### src/hw/rtl/esbs_pkg.sv
// Shared types, widths and constants for the EDF scheduler with background server.
// Depends on nothing; imported by every module of the block except esbs_ram.
package esbs_pkg;

   // Defaults for the top-level parameters
   localparam int NUM_TASKS_DEF   = 3;
   localparam int QUEUE_DEPTH_DEF = 16;

   // Tasks that have period/cost registers
   localparam int CFG_TASKS = 3;

   // Field widths
   localparam int PERIOD_W   = 10;
   localparam int COST_W     = 10;
   localparam int HYPER_W    = 16;
   localparam int TIME_W     = 32;
   localparam int JOB_COST_W = 16;
   localparam int JOB_ID_W   = 8;
   localparam int TASK_W     = 2;

   // Configuration port
   localparam int CSR_ADDR_W = 5;
   localparam int CSR_DATA_W = 32;
   localparam int REG_IDX_W  = 3;

   // Depth of the queue between front and back, and of the result queue
   localparam int ITEMQ_DEPTH = 2;
   localparam int RSPQ_DEPTH  = 2;

   // Running-task code for a slot with no periodic task
   localparam logic [TASK_W-1:0] TASK_IDLE = 2'd3;

   // Reset values of the task registers, task 0 in the low slot
   localparam logic [CFG_TASKS-1:0][PERIOD_W-1:0] RST_PERIOD = {10'd6, 10'd12, 10'd4};
   localparam logic [CFG_TASKS-1:0][COST_W-1:0]   RST_COST   = {10'd1, 10'd2, 10'd1};
   localparam logic [HYPER_W-1:0]                 RST_HYPER  = 16'd12;

   // Register map, word index
   typedef enum logic [REG_IDX_W-1:0] {
      REG_PERIOD_A    = 3'd0,
      REG_PERIOD_B    = 3'd1,
      REG_PERIOD_C    = 3'd2,
      REG_COST_A      = 3'd3,
      REG_COST_B      = 3'd4,
      REG_COST_C      = 3'd5,
      REG_HYPERPERIOD = 3'd6
   } reg_idx_type;

   // Item kinds
   typedef enum logic {
      OP_TICK   = 1'b0,
      OP_SUBMIT = 1'b1
   } op_type;

   typedef struct packed {
      logic [CFG_TASKS-1:0][PERIOD_W-1:0] period;
      logic [CFG_TASKS-1:0][COST_W-1:0]   cost;
      logic [HYPER_W-1:0]                 hyperperiod;
   } cfg_type;

   typedef struct packed {
      op_type                  op;
      logic [TIME_W-1:0]       release_time;
      logic [JOB_COST_W-1:0]   job_cost;
   } item_type;

   // Front-to-back item channel
   typedef struct packed {
      logic     valid;
      item_type item;
   } itemq_type;

   typedef struct packed {
      logic [TASK_W-1:0]   running_task;
      logic                aperiodic_served;
      logic                aperiodic_done;
      logic [JOB_ID_W-1:0] done_job_id;
      logic [TIME_W-1:0]   done_time;
      logic                queue_full;
   } rsp_type;

   // One aperiodic job as stored in the job RAM
   typedef struct packed {
      logic [TIME_W-1:0]     release_time;
      logic [JOB_COST_W-1:0] cost;
      logic [JOB_ID_W-1:0]   id;
   } job_type;

endpackage

### src/hw/rtl/edf_scheduler_with_background_server.sv
// EDF scheduler for periodic tasks with a background server for aperiodic jobs.
// A result is registered into the result queue as the back end accepts its beat
// from the intake queue, then shows on the rsp_ ports. Throughput: one beat per
// cycle unless the result queue is full and not popped, set by the combinational
// EDF compare and head-job RAM read, addressed by head_in with write forwarding.
// Reset (synchronous): registers to defaults, task state, times and queues cleared;
// the job RAM is not cleared and needs no clearing pass.
module edf_scheduler_with_background_server #(
   parameter int NUM_TASKS   = esbs_pkg::NUM_TASKS_DEF,
   parameter int QUEUE_DEPTH = esbs_pkg::QUEUE_DEPTH_DEF
) (
   input  logic                                 clock,
   input  logic                                 reset,
   // input channel
   input  logic                                 push,
   output logic                                 full,
   input  logic                                 req_action,
   input  logic [esbs_pkg::TIME_W-1:0]          req_release_time,
   input  logic [esbs_pkg::JOB_COST_W-1:0]      req_job_cost,
   // result channel
   output logic                                 empty,
   input  logic                                 pop,
   output logic [esbs_pkg::TASK_W-1:0]          rsp_running_task,
   output logic                                 rsp_aperiodic_served,
   output logic                                 rsp_aperiodic_done,
   output logic [esbs_pkg::JOB_ID_W-1:0]        rsp_done_job_id,
   output logic [esbs_pkg::TIME_W-1:0]          rsp_done_time,
   output logic                                 rsp_queue_full,
   // configuration port
   input  logic                                 psel,
   input  logic                                 penable,
   input  logic                                 pwrite,
   input  logic [esbs_pkg::CSR_ADDR_W-1:0]      paddr,
   input  logic [esbs_pkg::CSR_DATA_W-1:0]      pwdata,
   output logic [esbs_pkg::CSR_DATA_W-1:0]      prdata,
   output logic                                 pready
);
   import esbs_pkg::*;

   cfg_type   cfg;
   itemq_type itemq;
   logic      item_pop;
   rsp_type   rsp;

   esbs_front u_front (
      .clock            (clock),
      .reset            (reset),
      .push             (push),
      .full             (full),
      .req_action       (req_action),
      .req_release_time (req_release_time),
      .req_job_cost     (req_job_cost),
      .psel             (psel),
      .penable          (penable),
      .pwrite           (pwrite),
      .paddr            (paddr),
      .pwdata           (pwdata),
      .prdata           (prdata),
      .pready           (pready),
      .cfg              (cfg),
      .itemq            (itemq),
      .item_pop         (item_pop)
   );

   esbs_back #(
      .NUM_TASKS   (NUM_TASKS),
      .QUEUE_DEPTH (QUEUE_DEPTH)
   ) u_back (
      .clock    (clock),
      .reset    (reset),
      .cfg      (cfg),
      .itemq    (itemq),
      .item_pop (item_pop),
      .pop      (pop),
      .empty    (empty),
      .rsp      (rsp)
   );

   // Result fields
   assign rsp_running_task     = rsp.running_task;
   assign rsp_aperiodic_served = rsp.aperiodic_served;
   assign rsp_aperiodic_done   = rsp.aperiodic_done;
   assign rsp_done_job_id      = rsp.done_job_id;
   assign rsp_done_time        = rsp.done_time;
   assign rsp_queue_full       = rsp.queue_full;

endmodule

### src/hw/rtl/esbs_ram.sv
// Generic single-write, single-read RAM with registered read data.
// Depends on nothing.
module esbs_ram #(
   parameter int WIDTH = 8,
   parameter int DEPTH = 16
) (
   input  logic                     clock,
   input  logic                     wr_en,
   input  logic [$clog2(DEPTH)-1:0] wr_addr,
   input  logic [WIDTH-1:0]         wr_data,
   input  logic [$clog2(DEPTH)-1:0] rd_addr,
   output logic [WIDTH-1:0]         rd_data
);

   logic [WIDTH-1:0] mem_ff [DEPTH];
   logic [WIDTH-1:0] rd_data_ff;

   always_ff @(posedge clock) begin
      if (wr_en) begin
         mem_ff[wr_addr] <= wr_data;
      end
      rd_data_ff <= mem_ff[rd_addr];
   end

   assign rd_data = rd_data_ff;

endmodule

### src/hw/rtl/esbs_front.sv
// Front end: configuration registers and the intake queue that decodes each beat.
// Depends on esbs_pkg.
module esbs_front (
   input  logic                                 clock,
   input  logic                                 reset,
   // input channel
   input  logic                                 push,
   output logic                                 full,
   input  logic                                 req_action,
   input  logic [esbs_pkg::TIME_W-1:0]          req_release_time,
   input  logic [esbs_pkg::JOB_COST_W-1:0]      req_job_cost,
   // configuration port
   input  logic                                 psel,
   input  logic                                 penable,
   input  logic                                 pwrite,
   input  logic [esbs_pkg::CSR_ADDR_W-1:0]      paddr,
   input  logic [esbs_pkg::CSR_DATA_W-1:0]      pwdata,
   output logic [esbs_pkg::CSR_DATA_W-1:0]      prdata,
   output logic                                 pready,
   // to back end
   output esbs_pkg::cfg_type                    cfg,
   output esbs_pkg::itemq_type                  itemq,
   input  logic                                 item_pop
);
   import esbs_pkg::*;

   localparam int PTR_W = $clog2(ITEMQ_DEPTH);
   localparam int CNT_W = $clog2(ITEMQ_DEPTH + 1);

   cfg_type     cfg_ff, cfg_in;
   reg_idx_type reg_idx;
   logic        csr_wr;

   item_type          item_ff [ITEMQ_DEPTH];
   logic [PTR_W-1:0]  wr_ptr_ff, wr_ptr_in;
   logic [PTR_W-1:0]  rd_ptr_ff, rd_ptr_in;
   logic [CNT_W-1:0]  cnt_ff, cnt_in;
   logic              push_ok;
   logic              pop_ok;
   item_type          new_item;

   // Register write and read decode
   assign reg_idx = reg_idx_type'(paddr[CSR_ADDR_W-1:2]);
   assign csr_wr  = psel && penable && pwrite;
   assign pready  = 1'b1;

   always_comb begin
      cfg_in = cfg_ff;
      if (csr_wr) begin
         case (reg_idx)
            REG_PERIOD_A:    cfg_in.period[0]   = pwdata[PERIOD_W-1:0];
            REG_PERIOD_B:    cfg_in.period[1]   = pwdata[PERIOD_W-1:0];
            REG_PERIOD_C:    cfg_in.period[2]   = pwdata[PERIOD_W-1:0];
            REG_COST_A:      cfg_in.cost[0]     = pwdata[COST_W-1:0];
            REG_COST_B:      cfg_in.cost[1]     = pwdata[COST_W-1:0];
            REG_COST_C:      cfg_in.cost[2]     = pwdata[COST_W-1:0];
            REG_HYPERPERIOD: cfg_in.hyperperiod = pwdata[HYPER_W-1:0];
            default: ;
         endcase
      end
   end

   always_comb begin
      case (reg_idx)
         REG_PERIOD_A:    prdata = CSR_DATA_W'(cfg_ff.period[0]);
         REG_PERIOD_B:    prdata = CSR_DATA_W'(cfg_ff.period[1]);
         REG_PERIOD_C:    prdata = CSR_DATA_W'(cfg_ff.period[2]);
         REG_COST_A:      prdata = CSR_DATA_W'(cfg_ff.cost[0]);
         REG_COST_B:      prdata = CSR_DATA_W'(cfg_ff.cost[1]);
         REG_COST_C:      prdata = CSR_DATA_W'(cfg_ff.cost[2]);
         REG_HYPERPERIOD: prdata = CSR_DATA_W'(cfg_ff.hyperperiod);
         default:         prdata = '0;
      endcase
   end

   always_ff @(posedge clock) begin
      if (reset) begin
         cfg_ff.period      <= RST_PERIOD;
         cfg_ff.cost        <= RST_COST;
         cfg_ff.hyperperiod <= RST_HYPER;
      end else begin
         cfg_ff <= cfg_in;
      end
   end

   assign cfg = cfg_ff;

   // Intake queue: classify the beat and hold it for the back end
   assign full    = (cnt_ff == CNT_W'(ITEMQ_DEPTH));
   assign push_ok = push && !full;
   assign pop_ok  = item_pop && (cnt_ff != '0);

   always_comb begin
      new_item.op           = op_type'(req_action);
      new_item.release_time = req_release_time;
      new_item.job_cost     = req_job_cost;
   end

   always_comb begin
      wr_ptr_in = wr_ptr_ff;
      rd_ptr_in = rd_ptr_ff;
      cnt_in    = cnt_ff;
      if (push_ok) begin
         wr_ptr_in = (wr_ptr_ff == PTR_W'(ITEMQ_DEPTH - 1)) ? '0 : wr_ptr_ff + 1'b1;
      end
      if (pop_ok) begin
         rd_ptr_in = (rd_ptr_ff == PTR_W'(ITEMQ_DEPTH - 1)) ? '0 : rd_ptr_ff + 1'b1;
      end
      if (push_ok && !pop_ok) begin
         cnt_in = cnt_ff + 1'b1;
      end else if (pop_ok && !push_ok) begin
         cnt_in = cnt_ff - 1'b1;
      end
   end

   always_ff @(posedge clock) begin
      if (reset) begin
         wr_ptr_ff <= '0;
         rd_ptr_ff <= '0;
         cnt_ff    <= '0;
      end else begin
         wr_ptr_ff <= wr_ptr_in;
         rd_ptr_ff <= rd_ptr_in;
         cnt_ff    <= cnt_in;
      end
   end

   always_ff @(posedge clock) begin
      if (push_ok) begin
         item_ff[wr_ptr_ff] <= new_item;
      end
   end

   assign itemq.valid = (cnt_ff != '0);
   assign itemq.item  = item_ff[rd_ptr_ff];

endmodule

### src/hw/rtl/esbs_back.sv
// Back end: EDF pick over the periodic tasks, aperiodic job queue and result queue.
// Depends on esbs_pkg and esbs_ram.
module esbs_back #(
   parameter int NUM_TASKS   = esbs_pkg::NUM_TASKS_DEF,
   parameter int QUEUE_DEPTH = esbs_pkg::QUEUE_DEPTH_DEF
) (
   input  logic                 clock,
   input  logic                 reset,
   input  esbs_pkg::cfg_type    cfg,
   input  esbs_pkg::itemq_type  itemq,
   output logic                 item_pop,
   input  logic                 pop,
   output logic                 empty,
   output esbs_pkg::rsp_type    rsp
);
   import esbs_pkg::*;

   localparam int TIDX_W  = (NUM_TASKS > 1) ? $clog2(NUM_TASKS) : 1;
   localparam int QIDX_W  = $clog2(QUEUE_DEPTH);
   localparam int QCNT_W  = $clog2(QUEUE_DEPTH + 1);
   localparam int RPTR_W  = $clog2(RSPQ_DEPTH);
   localparam int RCNT_W  = $clog2(RSPQ_DEPTH + 1);
   localparam int JOB_W   = $bits(job_type);

   // Per-task configuration, absent tasks read as zero
   logic [PERIOD_W-1:0] per_t      [NUM_TASKS];
   logic [COST_W-1:0]   cost_t     [NUM_TASKS];
   logic [COST_W-1:0]   rst_cost_t [NUM_TASKS];
   logic [HYPER_W:0]    dl_t       [NUM_TASKS];
   logic                elig_t     [NUM_TASKS];

   // Periodic task state
   logic [HYPER_W-1:0]  na_ff [NUM_TASKS];
   logic [HYPER_W-1:0]  na_in [NUM_TASKS];
   logic [COST_W-1:0]   rc_ff [NUM_TASKS];
   logic [COST_W-1:0]   rc_in [NUM_TASKS];
   logic [HYPER_W-1:0]  local_ff, local_in;
   logic [TIME_W-1:0]   abs_ff, abs_in;

   // Aperiodic job queue
   logic [QIDX_W-1:0]     head_ff, head_in;
   logic [QIDX_W-1:0]     tail_ff, tail_in;
   logic [QCNT_W-1:0]     jcnt_ff, jcnt_in;
   logic [JOB_ID_W-1:0]   next_id_ff, next_id_in;
   logic [JOB_COST_W-1:0] served_ff, served_in;
   logic                  jwr_en;
   job_type               jwr_job;
   logic [JOB_W-1:0]      ram_rd_data;
   logic                  fwd_valid_ff, fwd_valid_in;
   job_type               fwd_job_ff;
   job_type               head_job;
   logic [JOB_COST_W-1:0] head_rem;

   // EDF pick
   logic                best_found;
   logic [TIDX_W-1:0]   best_idx;
   logic [HYPER_W:0]    best_dl;
   logic [HYPER_W:0]    local_sum;

   // Result queue
   rsp_type            rsp_ff [RSPQ_DEPTH];
   rsp_type            res_in;
   logic [RPTR_W-1:0]  rwr_ptr_ff, rwr_ptr_in;
   logic [RPTR_W-1:0]  rrd_ptr_ff, rrd_ptr_in;
   logic [RCNT_W-1:0]  rcnt_ff, rcnt_in;
   logic               rpop_ok;
   logic               exec;

   // Lane setup: config, reset cost, deadline and eligibility per task
   for (genvar t = 0; t < NUM_TASKS; t++) begin : g_lane
      if (t < CFG_TASKS) begin : g_cfg
         assign per_t[t]      = cfg.period[t];
         assign cost_t[t]     = cfg.cost[t];
         assign rst_cost_t[t] = RST_COST[t];
      end else begin : g_absent
         assign per_t[t]      = '0;
         assign cost_t[t]     = '0;
         assign rst_cost_t[t] = '0;
      end
      assign dl_t[t]   = {1'b0, na_ff[t]} + (HYPER_W + 1)'(per_t[t]);
      assign elig_t[t] = (per_t[t] != '0) && (na_ff[t] < cfg.hyperperiod)
                         && (na_ff[t] <= local_ff);
   end

   // Earliest deadline among eligible tasks, lowest index wins ties
   always_comb begin
      best_found = 1'b0;
      best_idx   = '0;
      best_dl    = '0;
      for (int t = 0; t < NUM_TASKS; t++) begin
         if (elig_t[t] && (!best_found || dl_t[t] < best_dl)) begin
            best_found = 1'b1;
            best_idx   = TIDX_W'(t);
            best_dl    = dl_t[t];
         end
      end
   end

   // Head job: forwarded beat when it was just written into an empty queue
   assign head_job = fwd_valid_ff ? fwd_job_ff : job_type'(ram_rd_data);
   assign head_rem = head_job.cost - served_ff;

   // Result queue handshake
   assign rpop_ok  = pop && (rcnt_ff != '0);
   assign exec     = itemq.valid && ((rcnt_ff != RCNT_W'(RSPQ_DEPTH)) || rpop_ok);
   assign item_pop = exec;
   assign local_sum = {1'b0, local_ff} + 1'b1;

   always_comb begin
      jwr_job.release_time = itemq.item.release_time;
      jwr_job.cost         = itemq.item.job_cost;
      jwr_job.id           = next_id_ff;
   end

   // Execute one beat
   always_comb begin
      for (int t = 0; t < NUM_TASKS; t++) begin
         na_in[t] = na_ff[t];
         rc_in[t] = rc_ff[t];
      end
      local_in   = local_ff;
      abs_in     = abs_ff;
      head_in    = head_ff;
      tail_in    = tail_ff;
      jcnt_in    = jcnt_ff;
      next_id_in = next_id_ff;
      served_in  = served_ff;
      jwr_en     = 1'b0;
      res_in     = '0;
      if (exec) begin
         case (itemq.item.op)
            OP_SUBMIT: begin
               if (jcnt_ff == QCNT_W'(QUEUE_DEPTH)) begin
                  res_in.queue_full = 1'b1;
               end else begin
                  jwr_en     = 1'b1;
                  tail_in    = (tail_ff == QIDX_W'(QUEUE_DEPTH - 1)) ? '0 : tail_ff + 1'b1;
                  jcnt_in    = jcnt_ff + 1'b1;
                  next_id_in = next_id_ff + 1'b1;
               end
            end
            OP_TICK: begin
               res_in.running_task = TASK_IDLE;
               if (best_found) begin
                  res_in.running_task = TASK_W'(best_idx);
                  // update only the chosen lane
                  for (int t = 0; t < NUM_TASKS; t++) begin
                     if (best_idx == TIDX_W'(t)) begin
                        if (rc_ff[t] <= COST_W'(1)) begin
                           na_in[t] = (dl_t[t] >= {1'b0, cfg.hyperperiod}) ?
                                      cfg.hyperperiod : dl_t[t][HYPER_W-1:0];
                           rc_in[t] = cost_t[t];
                        end else begin
                           rc_in[t] = rc_ff[t] - 1'b1;
                        end
                     end
                  end
               end else if (jcnt_ff != '0 && head_job.release_time <= abs_ff) begin
                  res_in.aperiodic_served = 1'b1;
                  if (head_rem <= JOB_COST_W'(1)) begin
                     res_in.aperiodic_done = 1'b1;
                     res_in.done_job_id    = head_job.id;
                     res_in.done_time      = abs_ff;
                     head_in   = (head_ff == QIDX_W'(QUEUE_DEPTH - 1)) ? '0 : head_ff + 1'b1;
                     jcnt_in   = jcnt_ff - 1'b1;
                     served_in = '0;
                  end else begin
                     served_in = served_ff + 1'b1;
                  end
               end
               // local time wrap restarts every task
               if (local_sum >= {1'b0, cfg.hyperperiod}) begin
                  local_in = '0;
                  for (int t = 0; t < NUM_TASKS; t++) begin
                     na_in[t] = '0;
                     rc_in[t] = cost_t[t];
                  end
               end else begin
                  local_in = local_sum[HYPER_W-1:0];
               end
               abs_in = abs_ff + 1'b1;
            end
            default: ;
         endcase
      end
   end

   assign fwd_valid_in = jwr_en && (tail_ff == head_in);

   esbs_ram #(
      .WIDTH (JOB_W),
      .DEPTH (QUEUE_DEPTH)
   ) u_job_ram (
      .clock   (clock),
      .wr_en   (jwr_en),
      .wr_addr (tail_ff),
      .wr_data (JOB_W'(jwr_job)),
      .rd_addr (head_in),
      .rd_data (ram_rd_data)
   );

   // Result queue pointers
   always_comb begin
      rwr_ptr_in = rwr_ptr_ff;
      rrd_ptr_in = rrd_ptr_ff;
      rcnt_in    = rcnt_ff;
      if (exec) begin
         rwr_ptr_in = (rwr_ptr_ff == RPTR_W'(RSPQ_DEPTH - 1)) ? '0 : rwr_ptr_ff + 1'b1;
      end
      if (rpop_ok) begin
         rrd_ptr_in = (rrd_ptr_ff == RPTR_W'(RSPQ_DEPTH - 1)) ? '0 : rrd_ptr_ff + 1'b1;
      end
      if (exec && !rpop_ok) begin
         rcnt_in = rcnt_ff + 1'b1;
      end else if (rpop_ok && !exec) begin
         rcnt_in = rcnt_ff - 1'b1;
      end
   end

   // Control state
   always_ff @(posedge clock) begin
      if (reset) begin
         for (int t = 0; t < NUM_TASKS; t++) begin
            na_ff[t] <= '0;
            rc_ff[t] <= rst_cost_t[t];
         end
         local_ff     <= '0;
         abs_ff       <= '0;
         head_ff      <= '0;
         tail_ff      <= '0;
         jcnt_ff      <= '0;
         next_id_ff   <= '0;
         served_ff    <= '0;
         fwd_valid_ff <= 1'b0;
         rwr_ptr_ff   <= '0;
         rrd_ptr_ff   <= '0;
         rcnt_ff      <= '0;
      end else begin
         for (int t = 0; t < NUM_TASKS; t++) begin
            na_ff[t] <= na_in[t];
            rc_ff[t] <= rc_in[t];
         end
         local_ff     <= local_in;
         abs_ff       <= abs_in;
         head_ff      <= head_in;
         tail_ff      <= tail_in;
         jcnt_ff      <= jcnt_in;
         next_id_ff   <= next_id_in;
         served_ff    <= served_in;
         fwd_valid_ff <= fwd_valid_in;
         rwr_ptr_ff   <= rwr_ptr_in;
         rrd_ptr_ff   <= rrd_ptr_in;
         rcnt_ff      <= rcnt_in;
      end
   end

   // Payload
   always_ff @(posedge clock) begin
      fwd_job_ff <= jwr_job;
      if (exec) begin
         rsp_ff[rwr_ptr_ff] <= res_in;
      end
   end

   assign empty = (rcnt_ff == '0);
   assign rsp   = rsp_ff[rrd_ptr_ff];

   // Checks
   a_jcnt_range: assert property (@(posedge clock) disable iff (reset)
      jcnt_ff <= QCNT_W'(QUEUE_DEPTH))
      else $error("job queue count above depth");

   a_ptr_match: assert property (@(posedge clock) disable iff (reset)
      (jcnt_ff == '0 || jcnt_ff == QCNT_W'(QUEUE_DEPTH)) |-> (head_ff == tail_ff))
      else $error("job queue pointers disagree with count");

   a_serve_needs_job: assert property (@(posedge clock) disable iff (reset)
      (exec && jcnt_ff == '0) |-> !res_in.aperiodic_served)
      else $error("aperiodic slot served from an empty queue");

   a_local_wrap: assert property (@(posedge clock) disable iff (reset)
      (exec && itemq.item.op == OP_TICK) |=>
         (local_ff == '0 || local_ff < $past(cfg.hyperperiod)))
      else $error("local time not wrapped at hyperperiod");

   a_rsp_no_overflow: assert property (@(posedge clock) disable iff (reset)
      (rcnt_ff == RCNT_W'(RSPQ_DEPTH) && !rpop_ok) |-> !exec)
      else $error("result written into a full result queue");

endmodule
### config.mk
export PLATFORM = sky130hd
export DESIGN_NAME = edf_scheduler_with_background_server
export DESIGN_NICKNAME = d
export VERILOG_FILES = /design/src/hw/rtl/esbs_pkg.sv /design/src/hw/rtl/edf_scheduler_with_background_server.sv /design/src/hw/rtl/esbs_ram.sv /design/src/hw/rtl/esbs_front.sv /design/src/hw/rtl/esbs_back.sv
export SDC_FILE = /design/constraint.sdc
export NUM_CORES = 2
export LEC_CHECK = 0
export BUFFER_PORTS_ARGS = -buffer_cell sky130_fd_sc_hd__buf_2
export CORE_ASPECT_RATIO = 0.6
export CORE_MARGIN = 2
export CORE_UTILIZATION = 50
export CTS_CLUSTER_SIZE = 16
export DETAILED_ROUTE_END_ITERATION = 16
export PLACE_DENSITY = 0.71
export RECOVER_POWER = 100
export SLEW_MARGIN = 15
export SYNTH_ARGS = -nofsm -noshare
export SYNTH_HDL_FRONTEND = slang
export SYNTH_SLANG_ARGS = --single-unit
### constraint.sdc
create_clock -name clock -period 8 [get_ports clock]
set_input_delay 1.2 -clock clock [delete_from_list [all_inputs] [get_ports clock]]
set_output_delay 1.2 -clock clock [all_outputs]
set_load 0.02 [all_outputs]
==> results.cfg <==
[yosys]
synth.avg_cell_area_um2 = 12.9
yosys_warnings = 0
yosys.cell_count.top_type = edfxtp_1
ys_seq_elements = 1446
ys_seq_area_share_pct = 61.4
synthCells = 5034
syn_area_um2 = 64900
yosysTopAreaCell = edfxtp_1
ys.flop_type = edfxtp_1
synthTopCellsByCount = edfxtp_1, dfxtp_1, mux2i_1
yosysTopAreaCellShare_pct = 50.2
synth_cell_types = 84
synth_area_leaders = edfxtp_1, dfxtp_1, ha_1, mux2i_1, mux2_2
async_reset_ff_share_pct = 0
synth-edff-count = 1084

[cts]
clk_latency_ns = 0.77
htree_levels = 4
clockBufferDepth = 3
root_buffer = clkbuf_16
clkSinkCount = 1446
cts_hold_buffers = 0
cts_tree = built
cts_setup_buffers = 0
cts.clk_slew.worst_paths_ns = 0.06
cts_made_buffers = 133
cts_resized = 0

[finish]
drive_gt1_share_pct = 10.3
final-seq-area_um2 = 39800
fin_nets = 5594
area_growth_pct = 11.5
fillers = 10400
multi_input_area_um2 = 23400

[global_route]
grt_max_degree = 81
antenna_found_initial = 5
overflow = 0
track_usage_pct = 27.7
grt_pass1_vias = 41300
grt_pass1_wl_um = 271000

[drt]
wl_um = 187000
route.met3.wl_um = 24600
top_layer = met5
avgViaCountPerCell = 6.24
dr_wl_met2_um = 74600
wl_per_cell_um = 26.6
drtIter0Drc = 5517
dr.pass1.iters = 6
vias = 43900
m1WireLength_um = 84400
ant_nets = 0
post-route-drc-count = 0

[floorplanning]
die_area_um2 = 133000
die_y_um = 283
fp.coreArea_um2 = 129000
core.rowCount = 102
io_pins = 173
start_util_pct = 50.3
die-width_um = 469

[sta]
finalCritPeriodShare_pct = 97.1
fmax_ghz = 0.129
relSlewSlack_pct = -215
timing.final.max_slew_violations = 1344
fin_setup_tns_ns = 0
period_minus_slack_ns = 7.77
finalSetupViolations = 0
worst_slew_pin_slew_ns = 4.73
finClkSkew_ns = 0.0304
hold_viol = 0
grt_setup_unrepaired = false

[critical_path]
critPathMaxStageDelay_ns = 1.47
crit_buf_inv = 3
startpoint = u_back.fwd_valid_ff$_SDFF_PP0_
critPathTopFamily = simple AND/OR/NAND/NOR gates
r2r-start = u_back.fwd_valid_ff$_SDFF_PP0_
r2r-end = u_back.u_job_ram.rd_data[40]$_DFF_P_
ff2ff_path_depth = 15
endpoint = u_back.u_job_ram.rd_data[40]$_DFF_P_
crit_path_cell_trace = clkbuf_1, mux2_2, ha_1, nand4_1, nor4_1, and3_1, a211oi_1, a31o_1, nand4_1, buf_4, nand2_4, nand2_2, buf_6, o22ai_1, or4_1
path_max_fanout = 39
crit_arrival_ns = 8.38
cp_num_cells = 15
slowest_stage = clkbuf_1
rrSetupSlack_ns = 0.23
crit_type = reg2reg
end_kind = register
crit_required_ns = 8.61
cpMostUsedCell = nand4_1
crit_path_start_kind = register

[power]
p_leak_nw = 25.4
vdd_drop_max_mv = 0.261
p_per_area_nw_per_um2 = 296
p_total_w = 0.0214

[run]
maxCapViolations = 48

[place]
dp_hpwl_um = 121000
place.gp.congestion = 0.986
port_buffers = 137

[run_status]
run_status = complete, but fails checks
failed_checks = max-capacitance violations, max-slew violations

[hold_path]
holdCritPathClass = reg2reg
-- sequential cells by signal, summed over array words and instances (netlist names), 32 cells and up, named ones only --
name and count:
u_back.abs_ff 32, u_back.fwd_job_ff 56, u_back.na_ff 48, u_back.rsp_ff 90
u_back.u_job_ram.mem_ff 896, u_back.u_job_ram.rd_data 56, u_front.cfg 76, u_front.item_ff 98
-- worst reg2reg max path, delay by kind of cell (launching register included) --
kind                       cells  cell delay (ns)
muxes                          1             0.59
adders and majority gates      1             0.34
and+or+nand+nor                7             3.05
AOI/OAI and AO/OA              3             0.67
buffers and inverters          3             2.46
DFF                            1             0.53
-- per-stage QoR --
stage	instance area (um2)	hold slack (ns)	util (%)	cells	setup slack, ns
after floorplan	64900	0.439	-	5049	1.03
after global placement	68300	0.451	53.0	6791	0.674
after detailed placement	68300	0.467	53.0	6791	0.528
after CTS	72800	0.481	56.5	7036	0.481
after global routing	72300	0.514	56.1	7036	0.0333
final	72300	0.477	56.1	7037	0.232
-- logic make-up after synthesis --
family	share of synthesized area, %
buf+inv	2.75
fa+ha+maj	5.67
simple gates	9.34
mux	8.94
flops	61.4
compound gates	10.3
other cells	0.0116
xor+xnor	1.67
-- layer usage --
layer / track usage (%) / up-vias
met5: 0 / -
met4: 6.39 / 2
met3: 8.48 / 231
met2: 36.9 / 2338
met1: 43.6 / 21800
li1: - / 19500
-- layout make-up --
class / instances / share of cell area, %
Antenna cell: 1 / 0.00346
Clock buffer: 180 / 5.13
Clock inverter: 65 / 1.10
Inverter: 137 / 0.711
Multi-Input combinational cell: 3182 / 32.4
Sequential cell: 1446 / 55.0
Tap cell: 1716 / 2.97
Timing Repair Buffer: 310 / 2.64
-- power breakdown --
| part | internal [W] | leakage [nW] | switching, W |
|---|---|---|---|
| logic | 0.00185 | 10.2 | 0.00357 |
| registers | 0.00913 | 12.9 | 0.000263 |
| clock network | 0.00367 | 2.20 | 0.00289 |
| total | 0.0146 | 25.4 | 0.00672 |
-- placed cells by master (no fill, tap or decap), types with 99 or more instances in the layout --
cell | netlist | final
a211oi_1 | 137 | 135
a21oi_1 | 245 | 244
and3_1 | 101 | 101
clkbuf_1 | 194 | 144
clkbuf_16 | 0 | 136
dfxtp_1 | 362 | 361
edfxtp_1 | 1084 | 1084
ha_1 | 286 | 286
inv_1 | 137 | 137
mux2_1 | 40 | 107
mux2i_1 | 333 | 333
nand2_1 | 312 | 309
nand3_1 | 194 | 193
nor2_1 | 230 | 228
o21ai_0 | 196 | 196
xnor2_1 | 99 | 99
-- how the worst min path moves through the flow --
stage / start / endpoint / depth (start not counted) / slack [ns]
after detailed placement: u_back.rc_ff[0][18]$_SDFFE_PP0P_ / u_back.rc_ff[0][18]$_SDFFE_PP0P_ / 2 / 0.47
after global placement: u_back.rc_ff[0][18]$_SDFFE_PP0P_ / u_back.rc_ff[0][18]$_SDFFE_PP0P_ / 2 / 0.45
after global routing: u_back.local_ff[10]$_SDFFE_PP0P_ / u_back.local_ff[10]$_SDFFE_PP0P_ / 2 / 0.51
after floorplan: u_back.rc_ff[0][18]$_SDFFE_PP0P_ / u_back.rc_ff[0][18]$_SDFFE_PP0P_ / 2 / 0.44
after CTS: u_back.rc_ff[0][18]$_SDFFE_PP0P_ / u_back.rc_ff[0][18]$_SDFFE_PP0P_ / 2 / 0.48
final: u_back.rc_ff[0][18]$_SDFFE_PP0P_ / u_back.rc_ff[0][18]$_SDFFE_PP0P_ / 2 / 0.48
Power figures use the tool's default switching activity.
